--- src/rtl/tcle_pkg.sv ---
// ----------------------------------------------------------------------------
// tcle_pkg
// Shared constants and types of the text console line editor.
// ----------------------------------------------------------------------------
package tcle_pkg;

	localparam int COLUMNS_DEF = 80;
	localparam int ROWS_DEF    = 25;

	localparam int IDX_W  = 11;   // cell_index / cursor_pos port width
	localparam int CHAR_W = 8;
	localparam int ATTR_W = 8;

	localparam logic [CHAR_W-1:0] KEY_NEWLINE   = 8'd10;
	localparam logic [CHAR_W-1:0] KEY_BACKSPACE = 8'd8;
	localparam logic [CHAR_W-1:0] BLANK_CHAR    = 8'd32;
	localparam logic [ATTR_W-1:0] ATTR_RESET    = 8'h07;

	// register map
	localparam int APB_ADDR_W = 3;
	localparam int APB_DATA_W = 32;
	localparam logic REG_TEXT_ATTR = 1'b0;  // register index, paddr[2]

	typedef enum logic {
		KIND_CELL   = 1'b0,
		KIND_CURSOR = 1'b1
	} result_kind_t;

	// results produced by one key press
	typedef struct packed {
		logic              has_cell;
		logic [IDX_W-1:0]  cell_index;
		logic [CHAR_W-1:0] cell_char;
		logic [IDX_W-1:0]  cursor_pos;
	} edit_out_t;

endpackage

--- src/rtl/tcle_fill_store.sv ---
// ----------------------------------------------------------------------------
// tcle_fill_store
// Per-row fill counts: one write port, one read port, cleared by reset.
// ----------------------------------------------------------------------------
module tcle_fill_store import tcle_pkg::*; #(
	parameter int ROWS   = ROWS_DEF,
	parameter int FILL_W = $clog2(COLUMNS_DEF + 1),
	localparam int ROW_W = (ROWS > 1) ? $clog2(ROWS) : 1
) (
	input  logic              clk,
	input  logic              arst_n,
	input  logic              wr_en,
	input  logic [ROW_W-1:0]  wr_addr,
	input  logic [FILL_W-1:0] wr_data,
	input  logic [ROW_W-1:0]  rd_addr,
	output logic [FILL_W-1:0] rd_data
);

	logic [FILL_W-1:0] fill_q [ROWS];

	always_ff @(posedge clk or negedge arst_n) begin
		if (!arst_n) begin
			for (int i = 0; i < ROWS; i++) begin
				fill_q[i] <= '0;
			end
		end else if (wr_en) begin
			fill_q[wr_addr] <= wr_data;
		end
	end

	assign rd_data = fill_q[rd_addr];

endmodule

--- src/rtl/tcle_edit_core.sv ---
// ----------------------------------------------------------------------------
// tcle_edit_core
// Next row / fill and the results of one key press.
// ----------------------------------------------------------------------------
module tcle_edit_core import tcle_pkg::*; #(
	parameter int COLUMNS = COLUMNS_DEF,
	parameter int ROWS    = ROWS_DEF,
	localparam int ROW_W  = (ROWS > 1) ? $clog2(ROWS) : 1,
	localparam int FILL_W = $clog2(COLUMNS + 1)
) (
	input  logic [CHAR_W-1:0] key_char,
	input  logic [ROW_W-1:0]  row,
	input  logic [FILL_W-1:0] fill,
	input  logic [FILL_W-1:0] prev_fill,   // fill of row - 1
	output logic [ROW_W-1:0]  nxt_row,
	output logic [FILL_W-1:0] nxt_fill,
	output edit_out_t         eo
);

	localparam int PROD_W = $clog2(ROWS * COLUMNS + 1);
	localparam int POS_W  = (PROD_W > IDX_W) ? PROD_W : IDX_W;

	logic              last_row;
	logic              full;
	logic [ROW_W-1:0]  row_inc;
	logic [FILL_W-1:0] cell_col;
	logic [CHAR_W-1:0] cell_char;
	logic              has_cell;
	logic [POS_W-1:0]  base;
	logic [POS_W-1:0]  cell_pos;
	logic [POS_W-1:0]  end_pos;
	logic [POS_W-1:0]  cur_pos;

	assign last_row = (row == ROW_W'(ROWS - 1));
	assign full     = (fill >= FILL_W'(COLUMNS));
	assign row_inc  = last_row ? row : ROW_W'(row + 1'b1);

	always_comb begin
		nxt_row   = row;
		nxt_fill  = fill;
		has_cell  = 1'b0;
		cell_col  = fill;
		cell_char = key_char;
		case (key_char)
			KEY_NEWLINE: begin
				nxt_row  = row_inc;
				nxt_fill = '0;
			end
			KEY_BACKSPACE: begin
				if (fill != '0) begin
					nxt_fill  = FILL_W'(fill - 1'b1);
					cell_col  = FILL_W'(fill - 1'b1);
					cell_char = BLANK_CHAR;
					has_cell  = 1'b1;
				end else if (row != '0) begin
					// empty row: step back to end of previous row, no erase
					nxt_row  = ROW_W'(row - 1'b1);
					nxt_fill = prev_fill;
				end
			end
			default: begin
				has_cell = 1'b1;
				if (full) begin
					nxt_row  = row_inc;
					cell_col = '0;
					nxt_fill = FILL_W'(1);
				end else begin
					cell_col = fill;
					nxt_fill = FILL_W'(fill + 1'b1);
				end
			end
		endcase
	end

	assign base     = POS_W'(nxt_row) * POS_W'(COLUMNS);
	assign cell_pos = base + POS_W'(cell_col);
	assign end_pos  = base + POS_W'(nxt_fill);
	assign cur_pos  = (end_pos == '0) ? '0 : POS_W'(end_pos - 1'b1);

	assign eo.has_cell   = has_cell;
	assign eo.cell_index = cell_pos[IDX_W-1:0];
	assign eo.cell_char  = cell_char;
	assign eo.cursor_pos = cur_pos[IDX_W-1:0];

endmodule

--- src/rtl/text_console_line_editor.sv ---
// ----------------------------------------------------------------------------
// text_console_line_editor
// Line editor over a text grid: key items in, cell writes and cursor out.
// ----------------------------------------------------------------------------
// Usage:
//  - Input channel (in_valid/in_ready): one translated key event per item.
//    Release items are taken and dropped; they produce nothing.
//  - Output channel (out_valid/out_ready): per key press an optional cell
//    write item (result_kind = cell) then one cursor item (last_of_run = 1).
//  - APB port: register 0 at byte address 0 is the attribute byte stamped
//    on every cell write (reset 0x07). Write it only while the block is idle.
//  - Path: an accepted item goes through the input register, then the
//    result buffer, before its first result is on the output.
//  - Rate: one item per cycle for cursor-only keys and releases while the
//    output is ready; keys that also write a cell put two items on the port.
//  - The input register keeps taking items while a finished result waits
//    for out_ready; a stalled output holds its item unchanged and stalls
//    the input only once both stages are full.
//  - Reset clears the row pointer, all row fills and both stages' valids.
// ----------------------------------------------------------------------------
module text_console_line_editor import tcle_pkg::*; #(
	parameter int COLUMNS = COLUMNS_DEF,
	parameter int ROWS    = ROWS_DEF
) (
	input  logic                  clk,
	input  logic                  arst_n,
	// key items
	input  logic                  in_valid,
	output logic                  in_ready,
	input  logic [CHAR_W-1:0]     key_char,
	input  logic                  key_released,
	// result items
	output logic                  out_valid,
	input  logic                  out_ready,
	output logic                  result_kind,
	output logic [IDX_W-1:0]      cell_index,
	output logic [CHAR_W-1:0]     cell_char,
	output logic [ATTR_W-1:0]     cell_attr,
	output logic [IDX_W-1:0]      cursor_pos,
	output logic                  last_of_run,
	// APB configuration
	input  logic                  psel,
	input  logic                  penable,
	input  logic                  pwrite,
	input  logic [APB_ADDR_W-1:0] paddr,
	input  logic [APB_DATA_W-1:0] pwdata,
	output logic [APB_DATA_W-1:0] prdata,
	output logic                  pready
);

	localparam int ROW_W  = (ROWS > 1) ? $clog2(ROWS) : 1;
	localparam int FILL_W = $clog2(COLUMNS + 1);

	// attribute register
	logic [ATTR_W-1:0] text_attribute_q;

	// input stage (press items only)
	logic              valid_s1;
	logic [CHAR_W-1:0] key_char_s1;

	// editor state; fill_q mirrors the store entry of the current row
	logic [ROW_W-1:0]  row_q;
	logic [FILL_W-1:0] fill_q;

	// result buffer: optional cell write, then cursor
	logic              buf_valid_q;
	logic              has_cell_q;
	logic [IDX_W-1:0]  cell_index_q;
	logic [CHAR_W-1:0] cell_char_q;
	logic [ATTR_W-1:0] cell_attr_q;
	logic [IDX_W-1:0]  cursor_pos_q;

	logic              buf_free;
	logic              advance;
	logic [ROW_W-1:0]  prev_row;
	logic [FILL_W-1:0] prev_fill;
	logic [ROW_W-1:0]  nxt_row;
	logic [FILL_W-1:0] nxt_fill;
	edit_out_t         eo;
	logic              cfg_wr;

	// ---- APB ----
	assign pready = 1'b1;
	assign cfg_wr = psel && penable && pwrite && (paddr[2] == REG_TEXT_ATTR);

	always_ff @(posedge clk or negedge arst_n) begin
		if (!arst_n) begin
			text_attribute_q <= ATTR_RESET;
		end else if (cfg_wr) begin
			text_attribute_q <= pwdata[ATTR_W-1:0];
		end
	end

	assign prdata = (paddr[2] == REG_TEXT_ATTR) ?
		APB_DATA_W'(text_attribute_q) : '0;

	// ---- handshake ----
	// buffer frees when empty, or when its final (cursor) item leaves now
	assign buf_free = !buf_valid_q || (out_ready && !has_cell_q);
	assign advance  = valid_s1 && buf_free;
	assign in_ready = !valid_s1 || buf_free;

	always_ff @(posedge clk or negedge arst_n) begin
		if (!arst_n) begin
			valid_s1 <= 1'b0;
		end else if (in_ready) begin
			valid_s1 <= in_valid && !key_released;
		end
	end

	always_ff @(posedge clk) begin
		if (in_ready && in_valid) begin
			key_char_s1 <= key_char;
		end
	end

	// ---- edit logic ----
	assign prev_row = (row_q == '0) ? '0 : ROW_W'(row_q - 1'b1);

	tcle_fill_store #(
		.ROWS   (ROWS),
		.FILL_W (FILL_W)
	) u_fill (
		.clk     (clk),
		.arst_n  (arst_n),
		.wr_en   (advance),
		.wr_addr (nxt_row),
		.wr_data (nxt_fill),
		.rd_addr (prev_row),
		.rd_data (prev_fill)
	);

	tcle_edit_core #(
		.COLUMNS (COLUMNS),
		.ROWS    (ROWS)
	) u_core (
		.key_char  (key_char_s1),
		.row       (row_q),
		.fill      (fill_q),
		.prev_fill (prev_fill),
		.nxt_row   (nxt_row),
		.nxt_fill  (nxt_fill),
		.eo        (eo)
	);

	always_ff @(posedge clk or negedge arst_n) begin
		if (!arst_n) begin
			row_q  <= '0;
			fill_q <= '0;
		end else if (advance) begin
			row_q  <= nxt_row;
			fill_q <= nxt_fill;
		end
	end

	// ---- result buffer ----
	always_ff @(posedge clk or negedge arst_n) begin
		if (!arst_n) begin
			buf_valid_q <= 1'b0;
			has_cell_q  <= 1'b0;
		end else if (advance) begin
			buf_valid_q <= 1'b1;
			has_cell_q  <= eo.has_cell;
		end else if (buf_valid_q && out_ready) begin
			if (has_cell_q) begin
				has_cell_q <= 1'b0;     // cell item gone, cursor next
			end else begin
				buf_valid_q <= 1'b0;
			end
		end
	end

	always_ff @(posedge clk) begin
		if (advance) begin
			cell_index_q <= eo.cell_index;
			cell_char_q  <= eo.cell_char;
			cell_attr_q  <= text_attribute_q;
			cursor_pos_q <= eo.cursor_pos;
		end
	end

	assign out_valid   = buf_valid_q;
	assign result_kind = has_cell_q ? KIND_CELL : KIND_CURSOR;
	assign cell_index  = has_cell_q ? cell_index_q : '0;
	assign cell_char   = has_cell_q ? cell_char_q : '0;
	assign cell_attr   = has_cell_q ? cell_attr_q : '0;
	assign cursor_pos  = has_cell_q ? '0 : cursor_pos_q;
	assign last_of_run = !has_cell_q;

endmodule

--- config.mk ---
export PLATFORM = sky130hd
export DESIGN_NAME = text_console_line_editor
export DESIGN_NICKNAME = d
export VERILOG_FILES = /design/src/rtl/tcle_pkg.sv /design/src/rtl/tcle_fill_store.sv /design/src/rtl/tcle_edit_core.sv /design/src/rtl/text_console_line_editor.sv
export SDC_FILE = /design/constraint.sdc
export NUM_CORES = 1
export LEC_CHECK = 0
export BUFFER_PORTS_ARGS = -buffer_cell sky130_fd_sc_hd__buf_4
export CAP_MARGIN = 20
export CORE_MARGIN = 5
export CORE_UTILIZATION = 64
export CTS_CLUSTER_SIZE = 30
export DETAILED_ROUTE_END_ITERATION = 8
export HOLD_SLACK_MARGIN = 0.05
export PLACE_DENSITY = 0.87
export REMOVE_ABC_BUFFERS = 1
export SLEW_MARGIN = 20
export SYNTH_ARGS = -nofsm -noshare
export SYNTH_HDL_FRONTEND = slang
export SYNTH_SLANG_ARGS = --single-unit
export TNS_END_PERCENT = 50
--- constraint.sdc ---
create_clock -name clk -period 14.65 [get_ports clk]
set_input_delay 1.465 -clock clk [delete_from_list [all_inputs] [get_ports clk]]
set_output_delay 1.465 -clock clk [all_outputs]
set_load 0.03 [all_outputs]
==> impl_results.md, run 1 <==
* First-iteration detailed-routing DRC count at between 600 and 700
* DR WL/cell at 21.62 microns
* CP required at around 15 ns
* Count of instances resized after the clock tree is built at 0
* P&R area growth vs syn at 11.00%
* Row count at between 50 and 60
* Clock Skew at around 0.014 ns
* Area taken by flip-flops and latches at roughly 6300 sq um
* CP bufs+invs at 3
* Power, Total at between 3000 and 4000 uW
* Share of the clock period used by the worst path at 46.60%
* TritonCTS Buffers at 25
* Count of port buffers added during placement at between 70 and 80
* Share of the synthesized area in the top cell type at a little under two fifths
* Starting density of the core at 64.36%
* Remaining antenna violation count after routing at 0
* Maximum root-to-sink buffer count at 3
* Launching element type of the critical path: flop
* Antenna violations before repair at 0
* Number of buffers inserted for hold repair after clock tree synthesis at 0
* Most common cell in the netlist: sky130_fd_sc_hd__dfrtp_1
* Die outline area at ~23000 sq um
* Worst-path cell chain: inv_1 -> ha_1 -> nor4b_2 -> inv_1 -> ha_2 -> buf_4 -> mux4_2 -> mux2i_1 -> o21ai_0 -> o211ai_1 -> nand2_1 -> ha_1 -> a21o_1 -> a21oi_1 -> xor2_1 -> and2_1 -> and3_1 -> nand3_1 -> nor3_2 -> nor2_1
* Synthesis Warnings at 0
* Number of flip-flops and latches in the synthesized netlist at roughly 240
* Standard cell with the maximum stage delay on the critical path: sky130_fd_sc_hd__nand2_1
* Synth Cell Area at approximately 13000 sq um
* Sequential element share of the synthesized area at 49.16%
* Share of power burned in combinational logic at about 51%
* Final setup violation count at 0
* Power per Cell Area at about 230 nW/um^2
* Net switching power of the design at between 1000 and 1500 uW
* Count of mapped cells out of synthesis at roughly 1.0k
* Main area contributors after synthesis: sky130_fd_sc_hd__dfrtp_1, sky130_fd_sc_hd__mux2_2, sky130_fd_sc_hd__edfxtp_1, sky130_fd_sc_hd__mux4_2, sky130_fd_sc_hd__mux2_1
* Final estimated routing congestion in global placement at roughly 0.98
* Fin. Hold Viols at 0
* Die W at about 150 microns
* Average cell area after synthesis at between 10 and 15 sq um
* Clock input transition at the sequential cells of the worst setup and hold paths at 0.06 ns
* Setup Total Neg Slack at 0 ns
* Leakage power figure at around 0.0065 uW
* Post-synth top area cell: sky130_fd_sc_hd__dfrtp_1
* Crit. End Element: flop
* Root Driver: sky130_fd_sc_hd__clkbuf_16
* Number of search-and-repair iterations in the first detailed-routing pass at 6
* Clock Power Share at ~18%
* Final HPWL from detailed placement at ~20 mm
* Worst skew pair latency at between 0.5 and 0.6 ns
* Number of synthesized flops with an enable pin at 46
* Delay of the slowest cell on the worst path at just under 0.7 ns
* Result of the run: complete, no violations
* Total I/O pin count at 126
* TritonCTS clock tree: yes
* Number of inserted filler cells in the final layout at around 1.4k
* Largest net degree at the start of global routing at approximately 120
* CTS Sinks at ~240
* Vertical extent of the die at ~150 microns
* Worst max-slew margin expressed relative to the limit at a little under a fifth
* Grt ovf at 0
* Number of H-tree levels at 1
* Post-synth ARST share at roughly 81%
* Total Routing Usage GR at ~26%
* Worst setup slack after placement at between 8 and 9 ns
* Worst path setup slack after routing at 7.823 ns
* Transition time at the pin with the least slew margin at 1.219 ns
* Count of unresolved DRC violations after routing at 0
* Class of the most critical hold timing path: flop to flop
* Vias in the first global route at roughly 8.9k
* Most common flop cell mapped by yosys: sky130_fd_sc_hd__dfrtp_1
* Routed vias at approximately 8.7k
* Number of antenna cells inserted at 0
* Part of the power in registers at 31.0%
* Critical Path AT at between 7 and 8 ns
* Final layout net count at roughly 1.2k
* Classification of the worst setup path: flop to flop
* Buffers inserted during post-CTS setup optimization at 0
* Top cell types by occurrence after synthesis: sky130_fd_sc_hd__dfrtp_1, sky130_fd_sc_hd__mux2_2, sky130_fd_sc_hd__nand2_1
* Maximum fanout count along the critical path at 43
* Cell family with the largest share of critical-path delay: simple AND/OR/NAND/NOR gates
* Minimum period implied by the final worst setup slack at just under 7 ns
* Number of max-cap violations at 0
* Area of combinational cells with multiple inputs at slightly above 6000 sq um
* Number of slew-limit violations in the final report at 0
* Floorplan Core Area at around 20000 sq um
* Vias/cell at 6.328
* DRT Wirelength at ~30 mm
* Peak supply drop at 0.0001336 V
* Yosys cell types at 71
* Unrepaired setup endpoints after global routing: no
* FMAX at 146.5 MHz
* Internal power component at approximately 1900 uW
* Net switching share of the total power at between 40 and 50%
* Global-route wire length before repair at just under 50 mm
* Fraction of final layout cells sized beyond drive strength 1 at between 30 and 40%
[worst paths after layout]
kind | cells after the start | end | startpoint | slack, ns
min reg2reg | 0 | cell_attr_q[4]$_DFFE_PP_ | text_attribute_q[4]$_DFFE_PN0P_ | 0.46
min | 0 | cell_attr_q[4]$_DFFE_PP_ | text_attribute_q[4]$_DFFE_PN0P_ | 0.46
max | 20 | cursor_pos_q[1]$_SDFFCE_PN0P_ | row_q[0]$_DFFE_PN0P_ | 7.82
max reg2reg | 20 | cursor_pos_q[1]$_SDFFCE_PN0P_ | row_q[0]$_DFFE_PN0P_ | 7.82
min in group asynchronous | 1 | u_fill.fill_q[167]$_DFFE_PN0P_ | arst_n | 1.06
max in group asynchronous | 2 | u_fill.fill_q[156]$_DFFE_PN0P_ | arst_n | 12.31
[layer usage]
metal  track usage (%)  vias up  wire length [microns]
li1                  -     3852                      -
met5                 0        -                      0
met2             40.56      406                  13900
met1             34.22     4319                  12060
met3             5.830      124                   2111
met4             12.71        0                   1647
[sequential cells by signal, indices dropped and copies added (netlist names)]
name,count
u_fill.fill_q,175
fill_q,7
text_attribute_q,8
cell_char_q,8
key_char_s1,8
has_cell_q,1
out_valid,1
cursor_pos_q,11
cell_index_q,11
cell_attr_q,8
row_q,5
valid_s1,1
[final cells by class]
class	count	area share [%]
Multi-Input combinational cell	701	42.54
Clock buffer	38	5.130
Timing Repair Buffer	85	4.527
Tap cell	270	2.360
Clock inverter	8	0.4020
Inverter	29	0.7604
Sequential cell	244	44.28
[placed cells by master, fill, tap and decap left out, drive strengths merged, types with 4 or more instances in the layout]
cell    count
a211oi     11
a21o        9
a21oi      34
a22o        4
a22oi       7
a31oi       5
and2       31
and3        8
buf        84
clkbuf     39
clkinv      6
conb       25
dfrtp     195
edfxtp     46
ha         21
inv        30
mux2      172
mux2i      15
mux4       42
nand2      54
nand2b     13
nand3      18
nand4       6
nor2       42
nor2b      25
nor3       19
nor3b       4
o211ai      7
o21a        5
o21ai      51
o31ai      10
xnor2      17
xor2        5
[cell families after synthesis]
logic type	count (synthesis)	synth area share [%]
xor gates and xnor gates	22	1.494
muxes	229	23.52
and+or+nand+nor	238	10.50
adders and majority gates	24	2.503
AOI/OAI and AO/OA	163	8.343
DFF	244	49.16
other	2	0.05823
buffers and inverters	121	4.434
[through the flow]
stage	hold WS (ns)	util [%]	area, sq um	instances
after floorplan	0.4334	-	12520	974
after global placement	0.4415	67.47	13520	1329
after detailed placement	0.4526	67.47	13520	1329
after CTS	0.4644	71.42	14310	1375
after global routing	0.4716	71.44	14320	1375
final	0.4633	71.44	14320	1375
[power by group through the flow]
stage | combinational [uW] | clock (uW) | sequential (uW)
floorplan | 1190 | 0 | 996
global placement | 1620 | 0 | 1020
detailed placement | 1650 | 0 | 1040
CTS | 1670 | 617 | 1030
global route | 1830 | 648 | 1050
finish | 1680 | 609 | 1030
(Power assumes the default switching activity.)
==> run 2, diff against run 1 <==
- CORE_UTILIZATION: 64 -> 54
- PLACE_DENSITY: 0.87 -> 0.79
- clock period: 14.65 -> 5.5 ns (I/O delays scaled with it)
==> impl_results.md, run 2 (synthesized netlist as in run 1, its figures left out) <==
* DR WL/cell at around 21 microns
* Leakage power figure at 0.006752 uW
* DRT Wirelength at a little over 30 mm
* Transition time at the pin with the least slew margin at 0.8879 ns
* Clock input transition at the sequential cells of the worst setup and hold paths at 0.07 ns
* Class of the most critical hold timing path: input port to async pin
* Worst-path cell chain: inv_2 -> ha_2 -> nor4b_4 -> inv_2 -> ha_4 -> buf_12 -> mux4_2 -> mux2i_1 -> mux2i_1 -> o211ai_1 -> a21oi_2 -> ha_1 -> inv_1 -> fa_1 -> nor2b_1 -> o21ai_0 -> buf_4 -> xnor2_1 -> and3_1 -> nand3_2 -> o31ai_2 -> mux2i_1
* Final instance count without filler cells at roughly 1.5k
* CP required at 5.76 ns
* Most frequent standard cell in the layout excluding fill and tap cells: sky130_fd_sc_hd__dfrtp_1
* Count of unresolved DRC violations after routing at 0
* Root Driver: sky130_fd_sc_hd__clkbuf_16
* Grt ovf at 0
* Number of antenna cells inserted at 0
* Row count at 56
* Most used cell along the critical path: sky130_fd_sc_hd__mux2i_1
* Number of max-cap violations at 0
* First-iteration detailed-routing DRC count at 766
* Total Routing Usage GR at a little under a quarter
* Highest-count cells in the layout ignoring fill and taps: sky130_fd_sc_hd__dfrtp_1, sky130_fd_sc_hd__mux2_2, sky130_fd_sc_hd__buf_4
* Remaining antenna violation count after routing at 0
* Vertical extent of the die at approximately 160 microns
* Cell family with the largest share of critical-path delay: adder cells
* Die W at 164.5 microns
* Final layout net count at about 1.2k
* CP bufs+invs at 5
* Classification of the worst setup path: flop to flop
* Crit. End Element: flop
* Peak supply drop at around 0.00032 V
* Fraction of final layout cells sized beyond drive strength 1 at between 30 and 40%
* Worst skew pair latency at ~0.53 ns
* Largest reg by FF count: u_fill.fill_q
* Minimum period implied by the final worst setup slack at 5.143 ns
* Final HPWL from detailed placement at between 20 and 25 mm
* CTS Sinks at 244
* Number of inserted filler cells in the final layout at about 1.8k
* TritonCTS Buffers at 26
* Share of the clock period used by the worst path at a little over 90%
* Final setup violation count at 0
* Floorplan Core Area at between 20000 and 25000 sq um
* Worst path setup slack after routing at around 0.36 ns
* Largest register FFs at 175
* Routed vias at slightly below 9k
* Number of H-tree levels at 1
* P&R area growth vs syn at 15.10%
* Critical Path AT at between 5 and 6 ns
* Unrepaired setup endpoints after global routing: no
* Clock Skew at 0.01067 ns
* Launching element type of the critical path: flop
* Vias in the first global route at approximately 9k
* TritonCTS clock tree: yes
* FMAX at around 200 MHz
* Largest net degree at the start of global routing at 84
* Starting density of the core at between 50% and 60%
* R2r setup slk at approximately 0.36 ns
* Result of the run: complete, no violations
* Number of search-and-repair iterations in the first detailed-routing pass at 5
* Fin. Hold Viols at 0
* Power per Cell Area at approximately 640 nW/um^2
* Count of port buffers added during placement at between 70 and 80
* Maximum fanout count along the critical path at 20
* Final estimated routing congestion in global placement at 0.9446
* Worst setup slack after placement at 0.06353 ns
* Global-route wire length before repair at between 40 and 50 mm
* Delay of the slowest cell on the worst path at 0.44 ns
* Standard cell with the maximum stage delay on the critical path: sky130_fd_sc_hd__dfrtp_1
* Worst max-slew margin expressed relative to the limit at 40.35%
* Top flop regs: u_fill.fill_q (175), cell_index_q (11), cursor_pos_q (11)
* Total I/O pin count at 126
* Antenna violations before repair at 0
* Number of slew-limit violations in the final report at 0
* Die outline area at between 20000 and 30000 sq um
* Maximum root-to-sink buffer count at 3
* Placed cell count at approximately 1.4k
* Vias/cell at 5.997
-- run 2: cell count changes in the layout (fill, tap and decap cells not counted), sizes merged --
cell | previous run | this run
bufinv | 0 | 3
clkinvlp | 1 | 0
clkbuf | 39 | 36
buf | 84 | 129
-- run 2: area by class of cell --
type,count,area (sq um),share of cell area (%)
timing repair buffer,130,1007,6.785
multi-input combinational,701,6127,41.27
sequential,244,6341,42.71
inverter,29,108.9,0.7332
tap,319,399.1,2.689
clock inverter,10,126.4,0.8512
clock buffer,35,735.7,4.956
-- run 2: worst paths after layout --
path | endpoint | startpoint | depth (start not counted)
setup reg to reg | cursor_pos_q[5]$_SDFFCE_PN0P_ | row_q[0]$_DFFE_PN0P_ | 22
setup / recovery | cursor_pos_q[5]$_SDFFCE_PN0P_ | row_q[0]$_DFFE_PN0P_ | 22
hold / removal | u_fill.fill_q[139]$_DFFE_PN0P_ | arst_n | 1
max in group asynchronous | u_fill.fill_q[58]$_DFFE_PN0P_ | arst_n | 2
min in group clk | key_char_s1[6]$_DFFE_PP_ | key_char[6] | 1
hold reg to reg | cell_attr_q[5]$_DFFE_PP_ | text_attribute_q[5]$_DFFE_PN0P_ | 0
-- run 2: report_power, final --
group	leakage (uW)	internal [uW]	switching, uW
Combinational	0.00321	2090	2950
Clock	0.000431	1070	702
Sequential	0.00311	2410	278
-- run 2: what timing repair did --
action / 4_1_cts / 5_1_grt
setup endpoints to repair: 0 / 11
gates resized for setup: 0 / 9
hold buffers: 0 / 0
setup buffers: 0 / 1
endpoints found under the hold margin: 0 / 0
-- run 2: metrics by stage --
| stage | hold WS [ns] | cell area (sq um) | util (%) | TNS [ns] | total power [uW] |
|---|---|---|---|---|---|
| finish | 0.05449 | 14850 | 63.25 | 0 | 9502 |
| global route | 0.1260 | 14850 | 63.25 | 0 | 10010 |
| CTS | 0.09102 | 14800 | 63.05 | 0 | 9439 |
| detailed placement | 0.4498 | 13940 | 59.38 | 0 | 7630 |
| global placement | 0.4414 | 13940 | 59.38 | 0 | 7487 |
| floorplan | 0.2544 | 12520 | - | -12.60 | 5833 |
-- run 2: per-layer routing --
layer	vias up	share of wire [%]	GRT usage [%]
li1	3940	-	-
met2	376	47	36.62
met4	0	4.1	8.733
met3	93	7.3	3.095
met1	4395	42	31.26
met5	-	0	0
==> run 3, diff against run 2 <==
- BUFFER_PORTS_ARGS: -buffer_cell sky130_fd_sc_hd__buf_4 -> -buffer_cell sky130_fd_sc_hd__buf_2
==> impl_results.md, run 3 (synthesized netlist as in run 1, its figures left out) <==
* Die W at between 150 and 200 microns
* Maximum root-to-sink buffer count at 3
* Global-route wire length before repair at roughly 48 mm
* Leakage power figure at 0.006752 uW
* Number of antenna cells inserted at 0
* Path depth of the worst reg2reg path at 22
* Classification of the worst setup path: flop to flop
* Vias in the first global route at approximately 8.8k
* First-iteration detailed-routing DRC count at about 910
* Floorplan Core Area at between 20000 and 25000 sq um
* Antenna violations before repair at 0
* Number of search-and-repair iterations in the first detailed-routing pass at 5
* Peak supply drop at 0.0003466 V
* Row count at 56
* Vias/cell at between 5 and 6
* Root Driver: sky130_fd_sc_hd__clkbuf_16
* Post-route cell area at roughly 15000 sq um
* Final layout net count at around 1.2k
* Largest reg by FF count: u_fill.fill_q
* Unrepaired setup endpoints after global routing: no
* Fraction of final layout cells sized beyond drive strength 1 at 34.63%
* Class of the most critical hold timing path: input port to async pin
* Grt ovf at 0
* Share of the clock period used by the worst path at between 90 and 100%
* CP required at 5.78 ns
* Minimum period implied by the final worst setup slack at just over 5 ns
* Final HPWL from detailed placement at just over 20 mm
* Crit. End Element: flop
* Transition time at the pin with the least slew margin at 0.9777 ns
* Starting density of the core at 54.95%
* Setup Total Neg Slack at 0 ns
* Fin. Hold Viols at 0
* Final core utilization at 62.75%
* DR WL/cell at 20.51 microns
* Worst skew pair latency at roughly 0.54 ns
* Final estimated routing congestion in global placement at a little over 0.9
* CTS Sinks at 244
* Number of slew-limit violations in the final report at 0
* Number of max-cap violations at 0
* FMAX at 193.0 MHz
* Maximum fanout count along the critical path at 15
* Worst reg2reg startpoint: row_q[0]$_DFFE_PN0P_
* Total Routing Usage GR at approximately 22%
* Count of unresolved DRC violations after routing at 0
* Most frequent standard cell in the layout excluding fill and tap cells: sky130_fd_sc_hd__dfrtp_1
* Remaining antenna violation count after routing at 0
* Top flop regs: u_fill.fill_q (175), cell_index_q (11), cursor_pos_q (11)
* Clock Skew at slightly above 0.01 ns
* Crit Reg-Reg Endpoint: cursor_pos_q[5]$_SDFFCE_PN0P_
* Power per Cell Area at between 600 and 700 nW/um^2
* R2r setup slk at roughly 0.32 ns
* TritonCTS clock tree: yes
* Area after detailed placement at between 10000 and 15000 sq um
* Highest-count cells in the layout ignoring fill and taps: sky130_fd_sc_hd__dfrtp_1, sky130_fd_sc_hd__mux2_2, sky130_fd_sc_hd__buf_2
* Largest net degree at the start of global routing at around 110
* Result of the run: complete, no violations
* Largest register FFs at between 150 and 200
* DRT Wirelength at ~30 mm
* Final setup violation count at 0
* P&R area growth vs syn at 14.20%
* Routed vias at around 8.9k
* Critical Path AT at approximately 5.5 ns
* Number of buffers inserted for hold repair after clock tree synthesis at 0
* Worst max-slew margin expressed relative to the limit at about a third
* Number of H-tree levels at 1
* Clock input transition at the sequential cells of the worst setup and hold paths at about 0.06 ns
* Total I/O pin count at between 100 and 150
* Launching element type of the critical path: flop
* Count of port buffers added during placement at 74
* TritonCTS Buffers at 27
* Power, Total at 9503 uW
* Vertical extent of the die at 164.5 microns
* Die outline area at between 20000 and 30000 sq um
run 3: cell count changes in the layout (fill, tap and decap cells not counted), moves of 2 or more:
cell and delta:
sky130_fd_sc_hd__buf_4 -67, sky130_fd_sc_hd__clkinv_4 +2, sky130_fd_sc_hd__clkinv_2 -3, sky130_fd_sc_hd__bufinv_16 -3, sky130_fd_sc_hd__buf_2 +73, sky130_fd_sc_hd__clkbuf_1 +4
run 3: repair_timing:
action                                 4_1_cts  5_1_grt
buffers inserted                             0        1
endpoints found under the hold margin        0        0
resized for setup                            0        7
setup endpoints to repair                    0       11
run 3: cell type report:
cell class                      count  area, sq um
Clock buffer                       42        797.0
Clock inverter                      8        67.56
Fill cell                        1776         8743
Inverter                           29        108.9
Multi-Input combinational cell    701         6127
Sequential cell                   244         6340
Tap cell                          319        399.1
Timing Repair Buffer              137        889.6
run 3: metal layers:
| layer | vias to the layer above | global-route usage (%) | part of all wire [%] |
|---|---|---|---|
| li1 | 3962 | - | - |
| met1 | 4425 | 31.18 | 42 |
| met2 | 378 | 35.95 | 47 |
| met3 | 97 | 3.519 | 7.0 |
| met4 | 0 | 8.582 | 4.2 |
| met5 | - | 0 | 0 |
run 3: how the worst max path moves through the flow:
stage | from | to | slack [ns] | cells after the start
floorplan | row_q[0]$_DFFE_PN0P_ | cursor_pos_q[2]$_SDFFCE_PN0P_ | -1.19 | 21
finish | row_q[0]$_DFFE_PN0P_ | cursor_pos_q[5]$_SDFFCE_PN0P_ | 0.32 | 22
global placement | row_q[0]$_DFFE_PN0P_ | cursor_pos_q[2]$_SDFFCE_PN0P_ | 0.21 | 22
CTS | row_q[0]$_DFFE_PN0P_ | cursor_pos_q[5]$_SDFFCE_PN0P_ | 0.02 | 20
detailed placement | row_q[0]$_DFFE_PN0P_ | cursor_pos_q[4]$_SDFFCE_PN0P_ | 0.10 | 22
global route | row_q[0]$_DFFE_PN0P_ | cursor_pos_q[6]$_SDFFCE_PN0P_ | 0.03 | 22
run 3: worst max-delay path, stage by stage, from the launching register on:
cell	delay, ns
sky130_fd_sc_hd__dfrtp_1	0.44
sky130_fd_sc_hd__inv_2	0.16
sky130_fd_sc_hd__ha_2	0.26
sky130_fd_sc_hd__nor4b_4	0.25
sky130_fd_sc_hd__inv_1	0.15
sky130_fd_sc_hd__ha_4	0.27
sky130_fd_sc_hd__buf_12	0.20
sky130_fd_sc_hd__mux4_2	0.34
sky130_fd_sc_hd__mux2i_1	0.08
sky130_fd_sc_hd__o21ai_0	0.20
sky130_fd_sc_hd__o211ai_1	0.18
sky130_fd_sc_hd__a21oi_2	0.27
sky130_fd_sc_hd__ha_1	0.21
sky130_fd_sc_hd__inv_1	0.06
sky130_fd_sc_hd__fa_1	0.40
sky130_fd_sc_hd__nor2b_1	0.12
sky130_fd_sc_hd__o21ai_0	0.12
sky130_fd_sc_hd__buf_4	0.17
sky130_fd_sc_hd__xnor2_1	0.22
sky130_fd_sc_hd__and3_1	0.23
sky130_fd_sc_hd__nand3_2	0.20
sky130_fd_sc_hd__o31ai_2	0.26
sky130_fd_sc_hd__mux2i_1	0.12
run 3: stage by stage:
stage	std cells	hold WS, ns	setup slack (ns)
2_1_floorplan	974	0.2544	-1.189
3_3_place_gp	1429	0.4411	0.2140
3_5_place_dp	1429	0.4457	0.1020
4_1_cts	1479	0.1571	0.02470
5_1_grt	1480	0.1717	0.02518
6_report	1480	0.1105	0.3193
run 3: power by group:
part | total (uW) | leakage [uW] | switching, uW | internal [uW]
Combinational | 5110 | 0.00321 | 3020 | 2090
Clock | 1730 | 0.000428 | 725 | 1010
Sequential | 2670 | 0.00311 | 257 | 2410
